===== config.mk =====
export PLATFORM = sky130hd
export DESIGN_NAME = grid_patch_stitch_index_gen
export DESIGN_NICKNAME = d
export VERILOG_FILES = /design/src/rtl/gpsig_pkg.sv /design/src/rtl/gpsig_front.sv /design/src/rtl/gpsig_queue.sv /design/src/rtl/gpsig_back.sv /design/src/rtl/grid_patch_stitch_index_gen.sv
export SDC_FILE = /design/constraint.sdc
export NUM_CORES = 1
export LEC_CHECK = 0
export ABC_AREA = 1
export BUFFER_PORTS_ARGS = -buffer_cell sky130_fd_sc_hd__buf_2
export CAP_MARGIN = 20
export CORE_MARGIN = 4
export CORE_UTILIZATION = 50
export CTS_CLUSTER_SIZE = 28
export DETAILED_ROUTE_END_ITERATION = 12
export PLACE_DENSITY = 0.66
export SLEW_MARGIN = 10
export SYNTH_ARGS = -nofsm -noshare
export SYNTH_HDL_FRONTEND = slang
export SYNTH_SLANG_ARGS = --single-unit

===== constraint.sdc =====
create_clock -name clk_i -period 9.25 [get_ports clk_i]
set_input_delay 2.3125 -clock clk_i [delete_from_list [all_inputs] [get_ports clk_i]]
set_output_delay 2.3125 -clock clk_i [all_outputs]
set_load 0.05 [all_outputs]

===== src/rtl/gpsig_pkg.sv =====
// Shared types, constants and quad-slot tables of the grid patch index generator.
// Used by every module under rtl/; depends on nothing.
`timescale 1ns / 1ps
`default_nettype none

package gpsig_pkg;

  localparam int unsigned MaxGridResDefault = 126;
  localparam logic [6:0]  GridResReset      = 7'd32;
  localparam logic [6:0]  GridResMin        = 7'd4;

  localparam int unsigned IdxW       = 14;
  localparam int unsigned QueueDepth = 2;
  localparam int unsigned QueuePtrW  = (QueueDepth > 1) ? $clog2(QueueDepth) : 1;

  localparam logic CmdInterior = 1'b0;
  localparam logic CmdEdge     = 1'b1;

  // Result strip_side codes
  localparam logic [2:0] StripInterior = 3'd0;

  // Internal side index; strip_side of an edge triangle is this plus one
  localparam logic [1:0] SideTop    = 2'd0;
  localparam logic [1:0] SideBottom = 2'd1;
  localparam logic [1:0] SideLeft   = 2'd2;
  localparam logic [1:0] SideRight  = 2'd3;

  typedef logic [IdxW-1:0] vidx_t;

  typedef struct packed {
    logic       cmd;
    logic [6:0] pos_a;
    logic [6:0] pos_b;
    logic [3:0] stitch_flags;
  } in_item_t;

  typedef struct packed {
    vidx_t      vertex_a;
    vidx_t      vertex_b;
    vidx_t      vertex_c;
    logic [2:0] strip_side;
    logic       last;
  } out_item_t;

  typedef struct packed {
    vidx_t a;
    vidx_t b;
    vidx_t c;
  } tri_t;

  // Classified request handed from front to back
  typedef struct packed {
    logic            edge_step;  // 0: interior cell
    logic            odd;        // edge: i odd; interior: cell parity
    logic            first_step; // i == 1
    logic            last_step;  // i == grid_res - 1
    logic [3:0]      merge;      // stitch per side index
    logic [7:0]      ext;        // extended row length
    vidx_t [3:0]     base;       // top-left corner per side (interior: [0])
  } work_t;

  typedef enum logic [3:0] {
    TriO1  = 4'd0,
    TriO2  = 4'd1,
    TriU   = 4'd2,
    TriF   = 4'd3,
    TriMc  = 4'd4,
    TriIe0 = 4'd5,
    TriIe1 = 4'd6,
    TriIo0 = 4'd7,
    TriIo1 = 4'd8
  } tri_kind_e;

  typedef struct packed {
    logic [1:0] a;
    logic [1:0] b;
    logic [1:0] c;
  } quad_sel_t;

  function automatic quad_sel_t qs(input logic [1:0] a, input logic [1:0] b,
                                   input logic [1:0] c);
    quad_sel_t s;
    s.a = a;
    s.b = b;
    s.c = c;
    return s;
  endfunction

  // Quad slots of each triangle shape per side; the merge vertex sits in .a
  function automatic quad_sel_t quad_sel(input logic [1:0] side, input tri_kind_e kind);
    quad_sel_t s;
    s = qs(2'd0, 2'd0, 2'd0);
    case (kind)
      TriO1: begin
        case (side)
          SideTop:    s = qs(2'd3, 2'd0, 2'd2);
          SideBottom: s = qs(2'd3, 2'd0, 2'd1);
          SideLeft:   s = qs(2'd0, 2'd3, 2'd2);
          default:    s = qs(2'd0, 2'd3, 2'd1);
        endcase
      end
      TriO2: begin
        case (side)
          SideTop:    s = qs(2'd0, 2'd3, 2'd1);
          SideBottom: s = qs(2'd3, 2'd2, 2'd0);
          SideLeft:   s = qs(2'd3, 2'd0, 2'd1);
          default:    s = qs(2'd2, 2'd3, 2'd0);
        endcase
      end
      TriU: begin
        case (side)
          SideTop:    s = qs(2'd0, 2'd2, 2'd1);
          SideBottom: s = qs(2'd1, 2'd3, 2'd2);
          SideLeft:   s = qs(2'd2, 2'd0, 2'd1);
          default:    s = qs(2'd3, 2'd1, 2'd2);
        endcase
      end
      TriF: begin
        case (side)
          SideTop:    s = qs(2'd1, 2'd2, 2'd3);
          SideBottom: s = qs(2'd0, 2'd1, 2'd2);
          SideLeft:   s = qs(2'd2, 2'd1, 2'd3);
          default:    s = qs(2'd1, 2'd0, 2'd2);
        endcase
      end
      TriMc: begin
        case (side)
          SideTop:    s = qs(2'd2, 2'd0, 2'd0);
          SideBottom: s = qs(2'd1, 2'd0, 2'd0);
          SideLeft:   s = qs(2'd2, 2'd0, 2'd0);
          default:    s = qs(2'd1, 2'd0, 2'd0);
        endcase
      end
      TriIe0:  s = qs(2'd0, 2'd2, 2'd3);
      TriIe1:  s = qs(2'd0, 2'd3, 2'd1);
      TriIo0:  s = qs(2'd0, 2'd2, 2'd1);
      TriIo1:  s = qs(2'd1, 2'd2, 2'd3);
      default: s = qs(2'd0, 2'd0, 2'd0);
    endcase
    return s;
  endfunction

endpackage

`default_nettype wire


===== src/rtl/gpsig_front.sv =====
// Front end: input register, row-offset multiplies, range check and corner bases.
// Depends on gpsig_pkg.
`timescale 1ns / 1ps
`default_nettype none

module gpsig_front (
  input  wire logic              clk_i,
  input  wire logic              rst_ni,
  input  wire logic [6:0]        grid_res_i,
  input  wire logic              in_valid_i,
  output logic                   in_ready_o,
  input  wire gpsig_pkg::in_item_t in_data_i,
  output logic                   push_valid_o,
  input  wire logic              push_ready_i,
  output gpsig_pkg::work_t       push_data_o
);

  logic                s1_valid_q, s1_valid_d;
  gpsig_pkg::in_item_t s1_item_q;
  gpsig_pkg::vidx_t    s1_pe_q;  // pos_a * ext
  gpsig_pkg::vidx_t    s1_re_q;  // grid_res * ext

  logic [7:0] ext;
  logic [7:0] res8;
  logic [7:0] pa8;
  logic [7:0] pb8;
  logic       int_ok;
  logic       edge_ok;
  logic       keep;
  logic       s1_adv;
  logic       in_acc;

  assign res8 = {1'b0, grid_res_i};
  assign ext  = res8 + 8'd2;
  assign pa8  = {1'b0, s1_item_q.pos_a};
  assign pb8  = {1'b0, s1_item_q.pos_b};

  assign int_ok  = (pa8 >= 8'd2) && (pb8 >= 8'd2) &&
                   (pa8 + 8'd2 <= res8) && (pb8 + 8'd2 <= res8);
  assign edge_ok = (pa8 != 8'd0) && (pa8 < res8);
  assign keep    = (s1_item_q.cmd == gpsig_pkg::CmdEdge) ? edge_ok : int_ok;

  assign push_valid_o = s1_valid_q && keep;
  assign s1_adv       = s1_valid_q && (!keep || push_ready_i);
  assign in_ready_o   = !s1_valid_q || s1_adv;
  assign in_acc       = in_valid_i && in_ready_o;

  always_comb begin
    push_data_o.edge_step  = (s1_item_q.cmd == gpsig_pkg::CmdEdge);
    push_data_o.odd        = push_data_o.edge_step ? s1_item_q.pos_a[0]
                                                   : (s1_item_q.pos_a[0] ^ s1_item_q.pos_b[0]);
    push_data_o.first_step = (pa8 == 8'd1);
    push_data_o.last_step  = (pa8 + 8'd1 == res8);
    // flags: bit0 left, bit1 right, bit2 top, bit3 bottom
    push_data_o.merge[gpsig_pkg::SideTop]    = s1_item_q.stitch_flags[2];
    push_data_o.merge[gpsig_pkg::SideBottom] = s1_item_q.stitch_flags[3];
    push_data_o.merge[gpsig_pkg::SideLeft]   = s1_item_q.stitch_flags[0];
    push_data_o.merge[gpsig_pkg::SideRight]  = s1_item_q.stitch_flags[1];
    push_data_o.ext        = ext;
    push_data_o.base[gpsig_pkg::SideTop]    = push_data_o.edge_step
                                              ? s1_pe_q + 14'd1
                                              : s1_pe_q + {7'b0, s1_item_q.pos_b};
    push_data_o.base[gpsig_pkg::SideBottom] = s1_pe_q + {7'b0, grid_res_i} - 14'd1;
    push_data_o.base[gpsig_pkg::SideLeft]   = {6'b0, ext} + {7'b0, s1_item_q.pos_a};
    push_data_o.base[gpsig_pkg::SideRight]  = s1_re_q - {6'b0, ext}
                                              + {7'b0, s1_item_q.pos_a};
  end

  always_comb begin
    s1_valid_d = s1_valid_q;
    if (in_acc) begin
      s1_valid_d = 1'b1;
    end else if (s1_adv) begin
      s1_valid_d = 1'b0;
    end
  end

  always_ff @(posedge clk_i or negedge rst_ni) begin
    if (!rst_ni) begin
      s1_valid_q <= 1'b0;
    end else begin
      s1_valid_q <= s1_valid_d;
    end
  end

  // products kept mod 2^14, which matches the index mask
  always_ff @(posedge clk_i) begin
    if (in_acc) begin
      s1_item_q <= in_data_i;
      s1_pe_q   <= 14'({7'b0, in_data_i.pos_a} * {6'b0, ext});
      s1_re_q   <= 14'({7'b0, grid_res_i} * {6'b0, ext});
    end
  end

endmodule

`default_nettype wire


===== src/rtl/gpsig_queue.sv =====
// Short request queue between front and back.
// Depends on gpsig_pkg.
`timescale 1ns / 1ps
`default_nettype none

module gpsig_queue (
  input  wire logic             clk_i,
  input  wire logic             rst_ni,
  input  wire logic             push_valid_i,
  output logic                  push_ready_o,
  input  wire gpsig_pkg::work_t push_data_i,
  output logic                  pop_valid_o,
  input  wire logic             pop_ready_i,
  output gpsig_pkg::work_t      pop_data_o
);

  gpsig_pkg::work_t                      slot_q [gpsig_pkg::QueueDepth];
  logic [gpsig_pkg::QueuePtrW-1:0]       wr_ptr_q, wr_ptr_d;
  logic [gpsig_pkg::QueuePtrW-1:0]       rd_ptr_q, rd_ptr_d;
  logic [gpsig_pkg::QueuePtrW:0]         count_q, count_d;
  logic                                  push;
  logic                                  pop;

  localparam logic [gpsig_pkg::QueuePtrW-1:0] PtrLast =
    gpsig_pkg::QueuePtrW'(gpsig_pkg::QueueDepth - 1);
  localparam logic [gpsig_pkg::QueuePtrW:0] CountFull =
    (gpsig_pkg::QueuePtrW + 1)'(gpsig_pkg::QueueDepth);

  assign push_ready_o = (count_q != CountFull);
  assign pop_valid_o  = (count_q != '0);
  assign pop_data_o   = slot_q[rd_ptr_q];
  assign push         = push_valid_i && push_ready_o;
  assign pop          = pop_valid_o && pop_ready_i;

  always_comb begin
    wr_ptr_d = wr_ptr_q;
    rd_ptr_d = rd_ptr_q;
    count_d  = count_q;
    if (push) begin
      wr_ptr_d = (wr_ptr_q == PtrLast) ? '0 : wr_ptr_q + 1'b1;
    end
    if (pop) begin
      rd_ptr_d = (rd_ptr_q == PtrLast) ? '0 : rd_ptr_q + 1'b1;
    end
    if (push && !pop) begin
      count_d = count_q + 1'b1;
    end else if (pop && !push) begin
      count_d = count_q - 1'b1;
    end
  end

  always_ff @(posedge clk_i or negedge rst_ni) begin
    if (!rst_ni) begin
      wr_ptr_q <= '0;
      rd_ptr_q <= '0;
      count_q  <= '0;
    end else begin
      wr_ptr_q <= wr_ptr_d;
      rd_ptr_q <= rd_ptr_d;
      count_q  <= count_d;
    end
  end

  always_ff @(posedge clk_i) begin
    if (push) begin
      slot_q[wr_ptr_q] <= push_data_i;
    end
  end

endmodule

`default_nettype wire


===== src/rtl/gpsig_back.sv =====
// Back end: walks a request's sides, emits one triangle per cycle into the output
// register unless stalled, holds per-side pending triangles. Depends on gpsig_pkg.
`timescale 1ns / 1ps
`default_nettype none

module gpsig_back (
  input  wire logic             clk_i,
  input  wire logic             rst_ni,
  input  wire logic             work_valid_i,
  output logic                  work_ready_o,
  input  wire gpsig_pkg::work_t work_i,
  output logic                  out_valid_o,
  input  wire logic             out_ready_i,
  output gpsig_pkg::out_item_t  out_data_o
);

  logic [1:0]           side_q, side_d;
  logic [1:0]           slot_q, slot_d;
  gpsig_pkg::tri_t      pend_q [4];
  logic                 out_valid_q, out_valid_d;
  gpsig_pkg::out_item_t out_q;

  gpsig_pkg::vidx_t        tl, tl1, bl, bl1;
  gpsig_pkg::vidx_t [3:0]  quad;
  gpsig_pkg::tri_kind_e    kind;
  gpsig_pkg::quad_sel_t    sel, sel_o1, sel_mc;
  gpsig_pkg::tri_t         tri_v, pend_rd;
  logic                    merge;
  logic [1:0]              count;
  logic                    use_pend;
  logic                    emit;
  logic                    fire;
  logic                    side_done;
  logic                    item_done;

  assign tl    = work_i.base[side_q];
  assign tl1   = tl + 14'd1;
  assign bl    = tl + {6'b0, work_i.ext};
  assign bl1   = bl + 14'd1;
  assign merge = work_i.merge[side_q];
  assign pend_rd = pend_q[side_q];

  // corner order of each strip; interior cells use the top order
  always_comb begin
    case (side_q)
      gpsig_pkg::SideBottom: begin
        quad[0] = bl;  quad[1] = bl1; quad[2] = tl;  quad[3] = tl1;
      end
      gpsig_pkg::SideLeft: begin
        quad[0] = tl;  quad[1] = bl;  quad[2] = tl1; quad[3] = bl1;
      end
      gpsig_pkg::SideRight: begin
        quad[0] = tl1; quad[1] = bl1; quad[2] = tl;  quad[3] = bl;
      end
      default: begin
        quad[0] = tl;  quad[1] = tl1; quad[2] = bl;  quad[3] = bl1;
      end
    endcase
  end

  always_comb begin
    if (!work_i.edge_step) begin
      count = 2'd2;
    end else if (work_i.odd) begin
      count = work_i.first_step ? 2'd0 : 2'd1;
    end else begin
      count = (merge ? 2'd1 : 2'd2) + (work_i.last_step ? 2'd0 : 2'd1);
    end
  end

  always_comb begin
    if (!work_i.edge_step) begin
      if (work_i.odd) begin
        kind = (slot_q == 2'd0) ? gpsig_pkg::TriIo0 : gpsig_pkg::TriIo1;
      end else begin
        kind = (slot_q == 2'd0) ? gpsig_pkg::TriIe0 : gpsig_pkg::TriIe1;
      end
    end else if (work_i.odd) begin
      kind = gpsig_pkg::TriO2;
    end else if (slot_q == 2'd1 && !merge) begin
      kind = gpsig_pkg::TriU;
    end else begin
      kind = gpsig_pkg::TriF;
    end
  end

  assign sel    = gpsig_pkg::quad_sel(side_q, kind);
  assign sel_o1 = gpsig_pkg::quad_sel(side_q, gpsig_pkg::TriO1);
  assign sel_mc = gpsig_pkg::quad_sel(side_q, gpsig_pkg::TriMc);

  // even step, first slot: the triangle parked by the previous odd step
  assign use_pend = work_i.edge_step && !work_i.odd && (slot_q == 2'd0);

  always_comb begin
    if (use_pend) begin
      tri_v.a = pend_rd.a;
      tri_v.b = pend_rd.b;
      tri_v.c = merge ? quad[sel_mc.a] : pend_rd.c;
    end else begin
      tri_v.a = quad[sel.a];
      tri_v.b = quad[sel.b];
      tri_v.c = quad[sel.c];
    end
  end

  assign emit      = (count != 2'd0);
  assign fire      = work_valid_i && (!emit || !out_valid_q || out_ready_i);
  assign side_done = !emit || (slot_q == count - 2'd1);
  assign item_done = side_done && (!work_i.edge_step || side_q == gpsig_pkg::SideRight);
  assign work_ready_o = fire && item_done;

  always_comb begin
    side_d = side_q;
    slot_d = slot_q;
    if (fire) begin
      if (side_done) begin
        slot_d = 2'd0;
        side_d = item_done ? gpsig_pkg::SideTop : side_q + 2'd1;
      end else begin
        slot_d = slot_q + 2'd1;
      end
    end
  end

  always_comb begin
    out_valid_d = out_valid_q;
    if (fire && emit) begin
      out_valid_d = 1'b1;
    end else if (out_ready_i) begin
      out_valid_d = 1'b0;
    end
  end

  always_ff @(posedge clk_i or negedge rst_ni) begin
    if (!rst_ni) begin
      side_q      <= gpsig_pkg::SideTop;
      slot_q      <= 2'd0;
      out_valid_q <= 1'b0;
    end else begin
      side_q      <= side_d;
      slot_q      <= slot_d;
      out_valid_q <= out_valid_d;
    end
  end

  always_ff @(posedge clk_i) begin
    if (fire && emit) begin
      out_q.vertex_a   <= tri_v.a;
      out_q.vertex_b   <= tri_v.b;
      out_q.vertex_c   <= tri_v.c;
      out_q.strip_side <= work_i.edge_step ? ({1'b0, side_q} + 3'd1)
                                           : gpsig_pkg::StripInterior;
      out_q.last       <= item_done;
    end
  end

  // pending triangle: set on odd steps, third vertex replaced on a stitched even step
  always_ff @(posedge clk_i) begin
    if (fire && work_i.edge_step && slot_q == 2'd0) begin
      if (work_i.odd) begin
        pend_q[side_q].a <= quad[sel_o1.a];
        pend_q[side_q].b <= quad[sel_o1.b];
        pend_q[side_q].c <= quad[sel_o1.c];
      end else if (merge) begin
        pend_q[side_q].c <= quad[sel_mc.a];
      end
    end
  end

  assign out_valid_o = out_valid_q;
  assign out_data_o  = out_q;

endmodule

`default_nettype wire


===== src/rtl/grid_patch_stitch_index_gen.sv =====
// Grid patch stitch index generator, top level: config register, front, queue, back.
// Depends on gpsig_pkg, gpsig_front, gpsig_queue and gpsig_back.
//
// Usage:
//   in_*  : one request per handshake, cmd 0 = interior cell (pos_a row,
//           pos_b column), cmd 1 = edge step i in pos_a with four stitch flags.
//   out_* : one triangle (three vertex indices, strip side, last) per handshake.
//   cfg_* : grid_res write; values are clamped to 4..MAX_GRID_RES. Write only
//           while no request is in flight. cfg_ready_o is always high.
// Path: the first triangle of a request passes the input register, a queue slot,
//   then the back end into the output register.
// Throughput: the back end emits one triangle per cycle while the output is not
//   stalled. An interior cell gives two triangles, an edge step up to twelve.
//   Each triangle takes one step, or each side one for the first odd step, which
//   only parks triangles. Out-of-range requests are dropped in the front end.
// A 2-entry queue decouples front and back, so new requests keep flowing while
//   the output is stalled, until the queue fills.
// Reset: grid_res returns to 32, queue and output are empty. The parked edge
//   triangles are not cleared; an even step must follow an odd step.
`timescale 1ns / 1ps
`default_nettype none

module grid_patch_stitch_index_gen #(
  parameter int unsigned MAX_GRID_RES = gpsig_pkg::MaxGridResDefault
) (
  input  wire logic                 clk_i,
  input  wire logic                 rst_ni,
  input  wire logic                 cfg_valid_i,
  output logic                      cfg_ready_o,
  input  wire logic [6:0]           cfg_data_i,
  input  wire logic                 in_valid_i,
  output logic                      in_ready_o,
  input  wire gpsig_pkg::in_item_t  in_data_i,
  output logic                      out_valid_o,
  input  wire logic                 out_ready_i,
  output gpsig_pkg::out_item_t      out_data_o
);

  logic [6:0]       grid_res_q, grid_res_d;
  logic             q_push_valid, q_push_ready;
  gpsig_pkg::work_t q_push_data;
  logic             q_pop_valid, q_pop_ready;
  gpsig_pkg::work_t q_pop_data;

  assign cfg_ready_o = 1'b1;

  always_comb begin
    grid_res_d = grid_res_q;
    if (cfg_valid_i && cfg_ready_o) begin
      if (cfg_data_i < gpsig_pkg::GridResMin) begin
        grid_res_d = gpsig_pkg::GridResMin;
      end else if (32'(cfg_data_i) > MAX_GRID_RES) begin
        grid_res_d = 7'(MAX_GRID_RES);
      end else begin
        grid_res_d = cfg_data_i;
      end
    end
  end

  always_ff @(posedge clk_i or negedge rst_ni) begin
    if (!rst_ni) begin
      grid_res_q <= gpsig_pkg::GridResReset;
    end else begin
      grid_res_q <= grid_res_d;
    end
  end

  gpsig_front u_front (
    .clk_i        (clk_i),
    .rst_ni       (rst_ni),
    .grid_res_i   (grid_res_q),
    .in_valid_i   (in_valid_i),
    .in_ready_o   (in_ready_o),
    .in_data_i    (in_data_i),
    .push_valid_o (q_push_valid),
    .push_ready_i (q_push_ready),
    .push_data_o  (q_push_data)
  );

  gpsig_queue u_queue (
    .clk_i        (clk_i),
    .rst_ni       (rst_ni),
    .push_valid_i (q_push_valid),
    .push_ready_o (q_push_ready),
    .push_data_i  (q_push_data),
    .pop_valid_o  (q_pop_valid),
    .pop_ready_i  (q_pop_ready),
    .pop_data_o   (q_pop_data)
  );

  gpsig_back u_back (
    .clk_i        (clk_i),
    .rst_ni       (rst_ni),
    .work_valid_i (q_pop_valid),
    .work_ready_o (q_pop_ready),
    .work_i       (q_pop_data),
    .out_valid_o  (out_valid_o),
    .out_ready_i  (out_ready_i),
    .out_data_o   (out_data_o)
  );

  a_res_range: assert property (@(posedge clk_i) disable iff (!rst_ni)
    (grid_res_q >= gpsig_pkg::GridResMin) && (32'(grid_res_q) <= MAX_GRID_RES))
    else $error("grid_res outside its clamp range");

  a_pop_nonempty: assert property (@(posedge clk_i) disable iff (!rst_ni)
    q_pop_ready |-> q_pop_valid)
    else $error("back end retired a request from an empty queue");

  a_side_code: assert property (@(posedge clk_i) disable iff (!rst_ni)
    out_valid_o |-> (out_data_o.strip_side <= 3'd4))
    else $error("invalid strip side on output");

endmodule

`default_nettype wire


Word level (Yosys, flattened, before mapping)
Memory sizes are Yosys's and may differ from the RTL's.
Cells that the tools add are included.
- bits in registers: 110
- memories kept: 2
- output and inout bits: 49
- input bits: 31
- word-level logic and storage cells: 188
- memory bits (writable): 302
- memories (name ; words ; bits a word ; rd ports ; clocked after Yosys merged registers in ; write ports ; line ; text):
    u_back.pend_q ; 4 ; 42 ; 1 ; 0 ; 1 ; gpsig_back.sv:19 ; gpsig_pkg::tri_t pend_q [4];
    u_queue.slot_q ; 2 ; 67 ; 1 ; 0 ; 1 ; gpsig_queue.sv:17 ; gpsig_pkg::work_t slot_q [gpsig_pkg::QueueDepth];
- add/subtract/negate cells: 23
- reduce and logical (&&, ||, !) cells: 46
- $mul: 2
- equal/unequal tests: 16
- bitwise gates (word level): 2
- order comparisons: 15
- muxes and demuxes: 63
- operator list (kind ; count):
    $bmux 14 s2 ; 8
    $pmux 56 s3 ; 1
    $mux 14 ; 11
    $pmux 6 s3 ; 4
    $pmux 6 s9 ; 1
    $add 14x1->14 const B ; 3
    $add 14x7->14 ; 3
    $mux 42 ; 1
    $mul 7x8->14 ; 2
    $add 7x2->8 const B ; 3
    $lt 2x3->1 const B ; 8
    $mux 1 ; 21
    $logic_and 1x1->1 ; 20
    $eq 4x3->1 const B ; 4
    $le 8x7->1 ; 2
    $mux 2 ; 8
    $mux 4 ; 4
    $add 14x8->14 ; 1
    $ge 7x2->1 const B ; 2
    $mux 7 ; 2
    $sub 14x1->14 const B ; 1
    $sub 14x8->14 ; 1
    $reduce_bool 2->1 ; 5
    $add 8x7->9 ; 1
    other kinds (29) ; 50

Longest topological paths before layout
Gate-level depths: netlist of the first run.
An unclocked memory read counts as a cell.
- word-level depth: 17
- mapped depth: 33
- mapped depth without buffers: 30

Modules after synthesis
A second synthesis of the first run with hierarchy kept.
- cells, all modules: 3246
- area total of the unflattened synthesis: 28096.9 um^2
- modules (own cells, without submodules) (module ; times used ; cells each ; area each (um^2) ; sequential area each (um^2)):
    gpsig_back ; 1 ; 1816 ; 14166.1 ; 6551.3
    gpsig_front ; 1 ; 982 ; 8092.8 ; 1436.4
    gpsig_queue ; 1 ; 404 ; 5482.8 ; 4424.2
    grid_patch_stitch_index_gen ; 1 ; 44 ; 355.3 ; 176.4

Worst setup path before layout of the first run
Ideal clock, no wire load.
- kind: in2reg
- start point: in in_data_i[17] (netlist bit)
- end point: reg u_front.s1_pe_q[12], data pin
- setup time: 0.257 ns
- path slack: 2.686 ns
- stages: 20
- buffers on the path: 1
- data arrival time: 6.306 ns
- cells stage by stage: clkbuf_1 > nand2_1 > fa_1 > fa_1 > fa_1 > inv_1 > fa_1 > ha_1 > a21oi_1 > inv_1 > a21oi_1 > inv_1 > nand2_1 > inv_1 > or2_2 > a21oi_1 > nor2_1 > o21ai_0 > nand2_1 > xor2_1
- longest elaborated chain between the ends: 1
- ends and longest elaborated chain (element ; line ; text):
    start: declaration ; grid_patch_stitch_index_gen.sv:33 ; input wire gpsig_pkg::in_item_t in_data_i,
    $mul 7x8->14 ; gpsig_front.sv:90 ; s1_pe_q <= 14'({7'b0, in_data_i.pos_a} * {6'b0, ext});
    end signal: assignment ; gpsig_front.sv:90 ;
    end: declaration ; gpsig_front.sv:20 ; gpsig_pkg::vidx_t s1_pe_q;
Every way passes these cells.
A chain may end at the register's enable or synchronous reset.

Worst setup path in the final report of the first run
- start point: reg grid_res_q[1]
- end point: reg u_front.s1_pe_q[12], data pin
- longest elaborated chain between the ends: 2
- ends and longest elaborated chain (element ; line ; text):
    start: declaration ; grid_patch_stitch_index_gen.sv:39 ; logic [6:0] grid_res_q, grid_res_d;
    start signal: assignment ; grid_patch_stitch_index_gen.sv:62 ; grid_res_q <= gpsig_pkg::GridResReset;
    start signal: assignment ; grid_patch_stitch_index_gen.sv:64 ; grid_res_q <= grid_res_d;
    $add 7x2->8 ; gpsig_front.sv:34 ; assign ext = res8 + 8'd2;
    $mul 7x8->14 ; gpsig_front.sv:90 ;
Every way passes these cells.

==> results_dict.tcl, run 1 <==
set metrics [dict create \
    status "completed" \
    wire_per_inst_um 20.6 \
    wl_mm 80.8 \
    setup_tns_ps 0 \
    setup_viol 0 \
    synth_warnings 0 \
    fp.dieH_um 241 \
    regToRegSetupSlack_ps 2600 \
    dp.cells 3834 \
    hold_path.class "register to register" \
    register_area_um2 12300 \
    path_common_cell "inv_1" \
    cts.clk_slew.worst_paths_ps 60 \
    cts_max_level 2 \
    cp-start-kind "register" \
    worst_pin_slew_ps 1150 \
    synth_nets 3427 \
    clockBufferDepth 3 \
    cts_sinks 412 \
    grt_overflow 0 \
    r2r-end "u_front.s1_pe_q[12]" \
    stdcell_count 3918 \
    synth_cell_type_count 56 \
    drv_slew 0 \
    relSlewSlack_pct 22.3 \
    worst_setup_path_end_kind "register" \
    hpwlAfterDp_mm 58.0 \
    synth_cells 3158 \
    grt_max_degree 71 \
    postCtsSetupBuffers 0 \
    layout_min_cycle_time_ps 6650 \
    clockRootBuffer "clkbuf_16" \
    multiInputGateArea_um2 12900 \
    syn_avg_cell_area_um2 8.60 \
    cp.required_ps 9600 \
    first_pass_iters 6 \
    seq_area_frac_synth_pct 45.2 \
    vias 22191 \
    place_congestion 0.999 \
    yosysMostFrequentCell "nand2_1" \
    clk-insertion-delay-late_ps 610 \
    portBuffers 78 \
    synth_ff_type "edfxtp_1" \
    synth_area_leaders "edfxtp_1, nand2_1, ha_1" \
    drv_cap 0 \
    worstReg2RegStart "grid_res_q[1]" \
    synth_commonest_cells "nand2_1, edfxtp_1, inv_1, nor2_1, o21ai_0" \
    grt_pass1_wl_mm 124 \
    cts_buffers 46 \
    finClkSkew_ps 24.2 \
    yosysTopAreaCell "edfxtp_1" \
    die_w_um 241 \
    ioPinCount 80 \
    grt_usage_pct 27.7 \
    core_um2 53800 \
    initial_core_util_pct 50.5 \
    synth.top_cell.area_share_pct 43.7 \
    rsz0062_at_grt "false" \
    reg2reg_depth 26 \
    area_growth_syn_to_layout_pct 9.20 \
    critPathCapture "u_front.s1_pe_q[12]" \
    antenna_found_initial 0 \
    crit_fanout 18 \
    fin_crit_sh_pct 71.9 \
    path_class "register to register" \
    post-route-drc-count 0 \
    drt_iter0_drc 1865 \
    cts_tree "done" \
    ys_seq_elements 412 \
    nNetsFinal 3455 \
    slowest_delay_ps 780 \
    ant_nets 0 \
    worst_path_max_delay_cell "dfrtp_1" \
    arrival_ps 7000 \
    drive_gt1_share_pct 7.67 \
    rows 85 \
    grt_pass1_vias 21719 \
    dieArea_um2 58100 \
    nFillCells 4883 \
    hold_viol_final 0 \
    synth_edf_count 395 \
    syn_area_um2 27200 \
    cp-startpoint "grid_res_q[1]" \
    vias_per_cell 5.66 \
    cts_hold_repair.buffers 0 \
    clock.fmax_mhz 150 \
    cts-resized-gates 0 \
    synthArstFlopShare_pct 4.13 \
    antenna_cells_inserted 0 \
]
-- metrics by stage --
| step | setup WS (ps) | hold WS, ps | instance area [um2] | util (%) |
|---|---|---|---|---|
| 2_1_floorplan | 2690 | 421 | 27200 | - |
| 3_3_place_gp | 2390 | 432 | 28200 | 52.3 |
| 3_5_place_dp | 2420 | 450 | 28200 | 52.3 |
| 4_1_cts | 2610 | 465 | 29700 | 55.1 |
| 5_1_grt | 2180 | 482 | 29700 | 55.1 |
| 6_report | 2600 | 451 | 29700 | 55.1 |
-- sequential cells by signal, summed over array words and instances, names as in the netlist --
signal / flops
grid_res_q: 7
u_back.out_data_o: 46
u_back.out_valid_o: 1
u_back.pend_q: 168
u_back.side_q: 2
u_back.slot_q: 2
u_front.pa8: 7
u_front.pb8: 7
u_front.push_data_o: 5
u_front.s1_pe_q: 14
u_front.s1_re_q: 14
u_front.s1_valid_q: 1
u_queue.count_q: 2
u_queue.rd_ptr_q: 1
u_queue.slot_q: 134
u_queue.wr_ptr_q: 1
-- layout by cell type, fill, tap and decap left out, drive strengths merged, types with 2 or more instances in the layout --
master,count
o22ai,66
inv,366
fa,65
nand4,16
a21oi,168
nand3b,3
o21bai,6
o21ai,287
nor4,2
o2111ai,2
o311ai,2
o221ai,7
bufinv,5
ha,173
nand2,769
xnor2,21
and2,2
a32o,2
or2,9
dfrtp,16
a22oi,2
xor2,75
clkinvlp,2
buf,121
o21a,2
o211ai,16
nor2,309
nor3b,2
clkinv,31
a31oi,16
nand3,187
nor3,12
edfxtp,395
clkbuf,55
-- cell families (layout without fill, tap and decap cells) --
logic type / count (synthesis) / after routing / share of synthesized area [%]
other: 1 / 1 / 0.0138
and+or+nand+nor: 1313 / 1313 / 19.7
xor gates and xnor gates: 96 / 96 / 3.10
AOI/OAI and AO/OA: 582 / 582 / 11.7
DFF: 412 / 412 / 45.2
adders and majority gates: 238 / 238 / 12.8
buffers and inverters: 516 / 580 / 7.51
-- worst max-delay path, delay by kind of cell, from the launching register on --
kind / cells / cell delay (ps)
buf+inv: 8 / 1270
simple gates: 6 / 720
fa+ha+maj: 6 / 2700
xor+xnor: 1 / 140
compound gates: 5 / 770
flops: 1 / 780
-- layer usage --
layer	wire length, um	up-vias	GRT usage (%)
li1	-	10621	-
met1	32400	10567	34.6
met2	39800	827	48.4
met3	4630	176	3.66
met4	4010	0	12.6
met5	0	-	0
-- final cells by class --
| class | count | area share (%) |
|---|---|---|
| clock buffer | 55 | 4.00 |
| inverter | 375 | 4.75 |
| clock inverter | 29 | 1.06 |
| timing repair buffer | 121 | 2.40 |
| tap | 696 | 2.94 |
| sequential | 412 | 41.5 |
| multi-input combinational | 2230 | 43.4 |
-- worst min path at each step --
stage | cells past startpoint | from | slack (ps) | end
3_3_place_gp | 0 | u_front.push_data_o[64] | 430 | u_queue.slot_q[0][59]
2_1_floorplan | 0 | u_front.push_data_o[64] | 420 | u_queue.slot_q[0][59]
5_1_grt | 0 | u_front.push_data_o[64] | 480 | u_queue.slot_q[0][59]
4_1_cts | 0 | u_front.push_data_o[65] | 470 | u_queue.slot_q[1][60]
3_5_place_dp | 0 | u_front.push_data_o[64] | 450 | u_queue.slot_q[0][59]
6_report | 0 | u_front.push_data_o[65] | 450 | u_queue.slot_q[1][60]
Power of run 1 is not shown: default switching activity piles up to over one toggle a cycle in this logic, so the estimate is an artifact.
==> run 2: changes to the inputs <==
--- a/config.mk
+++ b/config.mk
@@ -12,7 +12,7 @@
 export CORE_UTILIZATION = 50
 export CTS_CLUSTER_SIZE = 28
 export DETAILED_ROUTE_END_ITERATION = 12
-export PLACE_DENSITY = 0.66
+export PLACE_DENSITY = 0.69
 export SLEW_MARGIN = 10
 export SYNTH_ARGS = -nofsm -noshare
 export SYNTH_HDL_FRONTEND = slang
==> constraint.sdc (replaced) <==
create_clock -name clk_i -period 5.45 [get_ports clk_i]
set_input_delay 1.3625 -clock clk_i [delete_from_list [all_inputs] [get_ports clk_i]]
set_output_delay 1.3625 -clock clk_i [all_outputs]
set_load 0.05 [all_outputs]
==> results_dict.tcl, run 2 (synthesis results as in run 1) <==
set metrics [dict create \
    vias 22434 \
    largest_register "u_back.pend_q" \
    worstHoldPathCells 0 \
    drv_slew 0 \
    portBuffers 78 \
    clockBufferDepth 3 \
    core_um2 53800 \
    cts_buffers 44 \
    grt_max_degree 70 \
    initial_core_util_pct 50.5 \
    cts_hold_repair.buffers 0 \
    hold_viol_final 0 \
    stdcell_count 3978 \
    post-route-drc-count 0 \
    nFillCells 4831 \
    grt_overflow 0 \
    layout_commonest_cell "nand2_1" \
    wl_mm 78.8 \
    arrival_ps 5480 \
    clockRootBuffer "clkbuf_16" \
    cp-startpoint "grid_res_q[1]" \
    final_area_um2 30100 \
    grt_pass1_wl_mm 122 \
    wire_per_inst_um 19.8 \
    top_regs "u_back.pend_q: 168 flops, u_queue.slot_q: 134 flops, u_back.out_data_o: 46 flops" \
    cts_max_level 2 \
    regToRegSetupSlack_ps 290 \
    finClkSkew_ps 19.5 \
    layout_common_cells "nand2_1, edfxtp_1, inv_1" \
    dp_slack_ps -285 \
    setup_viol 0 \
    hold_path.class "register to register" \
    drv_cap 0 \
    postCtsSetupBuffers 0 \
    vias_per_cell 5.64 \
    drive_gt1_share_pct 9.78 \
    ioPinCount 80 \
    dp.cells 3898 \
    status "completed" \
    reg2reg_depth 25 \
    clock.fmax_mhz 194 \
    nNetsFinal 3518 \
    hold_start "u_front.push_data_o[64]" \
    antenna_found_initial 0 \
    worst_pin_slew_ps 1150 \
    cts.clk_slew.worst_paths_ps 60 \
    grt_usage_pct 26.9 \
    fp.dieH_um 241 \
    fin_crit_sh_pct 94.7 \
    drt_iter0_drc 1986 \
    largest_register_ffs 168 \
    relSlewSlack_pct 22.5 \
    area_growth_syn_to_layout_pct 10.9 \
    cp-start-kind "register" \
    r2r-end "u_front.s1_pe_q[12]" \
    multiInputGateArea_um2 12900 \
    first_pass_iters 6 \
    dieArea_um2 58100 \
    crit_fanout 4 \
    cts_sinks 412 \
    path_class "register to register" \
    ant_nets 0 \
    cts_tree "done" \
    grt_pass1_vias 22034 \
    cp.required_ps 5760 \
    hpwlAfterDp_mm 57.9 \
    rows 85 \
    register_area_um2 12300 \
    hold_path_end "u_queue.slot_q[0][59]" \
    worstReg2RegStart "grid_res_q[1]" \
    layout_min_cycle_time_ps 5160 \
    die_w_um 241 \
    worst_setup_path_end_kind "register" \
    cts-resized-gates 0 \
    place_congestion 1.01 \
    dpl_cell_area_um2 28700 \
    clk-insertion-delay-late_ps 560 \
    fin_ws_ps 286 \
]
==> run 2: worst max-delay path, stage by stage, from the launching register on <==
cell     delay [ps]
dfrtp_1         400
ha_1            160
inv_1            60
nor3_1          120
inv_1            80
ha_2            380
nor2_2           60
fa_1            490
inv_1            50
fa_1            470
fa_1            550
inv_1            50
fa_1            580
ha_4            210
a21oi_1         130
inv_1            60
a21oi_1         120
inv_1            60
nand2_1          50
inv_1            40
or2_2           270
a21oi_2         140
nor2_1           50
o21ai_0         130
nand2_1          80
xor2_1          140
==> run 2: area by class of cell <==
cell class | instances | share of cell area (%)
Inverter | 375 | 4.68
Clock inverter | 24 | 0.598
Multi-Input combinational cell | 2230 | 42.9
Timing Repair Buffer | 186 | 4.21
Tap cell | 696 | 2.89
Sequential cell | 412 | 40.8
Antenna cell | 1 | 0.00831
Clock buffer | 54 | 3.88
==> run 2: worst max path at each step <==
stage	to	slack, ps	depth (start not counted)
floorplan	u_front.s1_pe_q[12]	2	28
global placement	u_front.s1_pe_q[12]	-260	24
detailed placement	u_front.s1_pe_q[12]	-290	24
CTS	u_front.s1_re_q[12]	170	28
global route	u_front.s1_pe_q[12]	-7	25
finish	u_front.s1_pe_q[12]	290	25
==> run 2: per-layer routing <==
metal | vias up | routed length (um) | global-route usage [%]
li1 | 10744 | - | -
met1 | 10618 | 30700 | 32.7
met2 | 862 | 39100 | 47.3
met3 | 210 | 4480 | 2.93
met4 | 0 | 4540 | 14.2
met5 | - | 0 | 0
==> run 2: metrics by stage <==
step | hold slack, ps | util (%) | setup TNS (ps)
after floorplan | 421 | - | 0
after global placement | 423 | 53.3 | -377
after detailed placement | 449 | 53.3 | -518
after CTS | 463 | 55.8 | 0
after global routing | 479 | 56.0 | -7.08
final | 458 | 56.0 | 0
Power of run 2 is left out for the same reason.
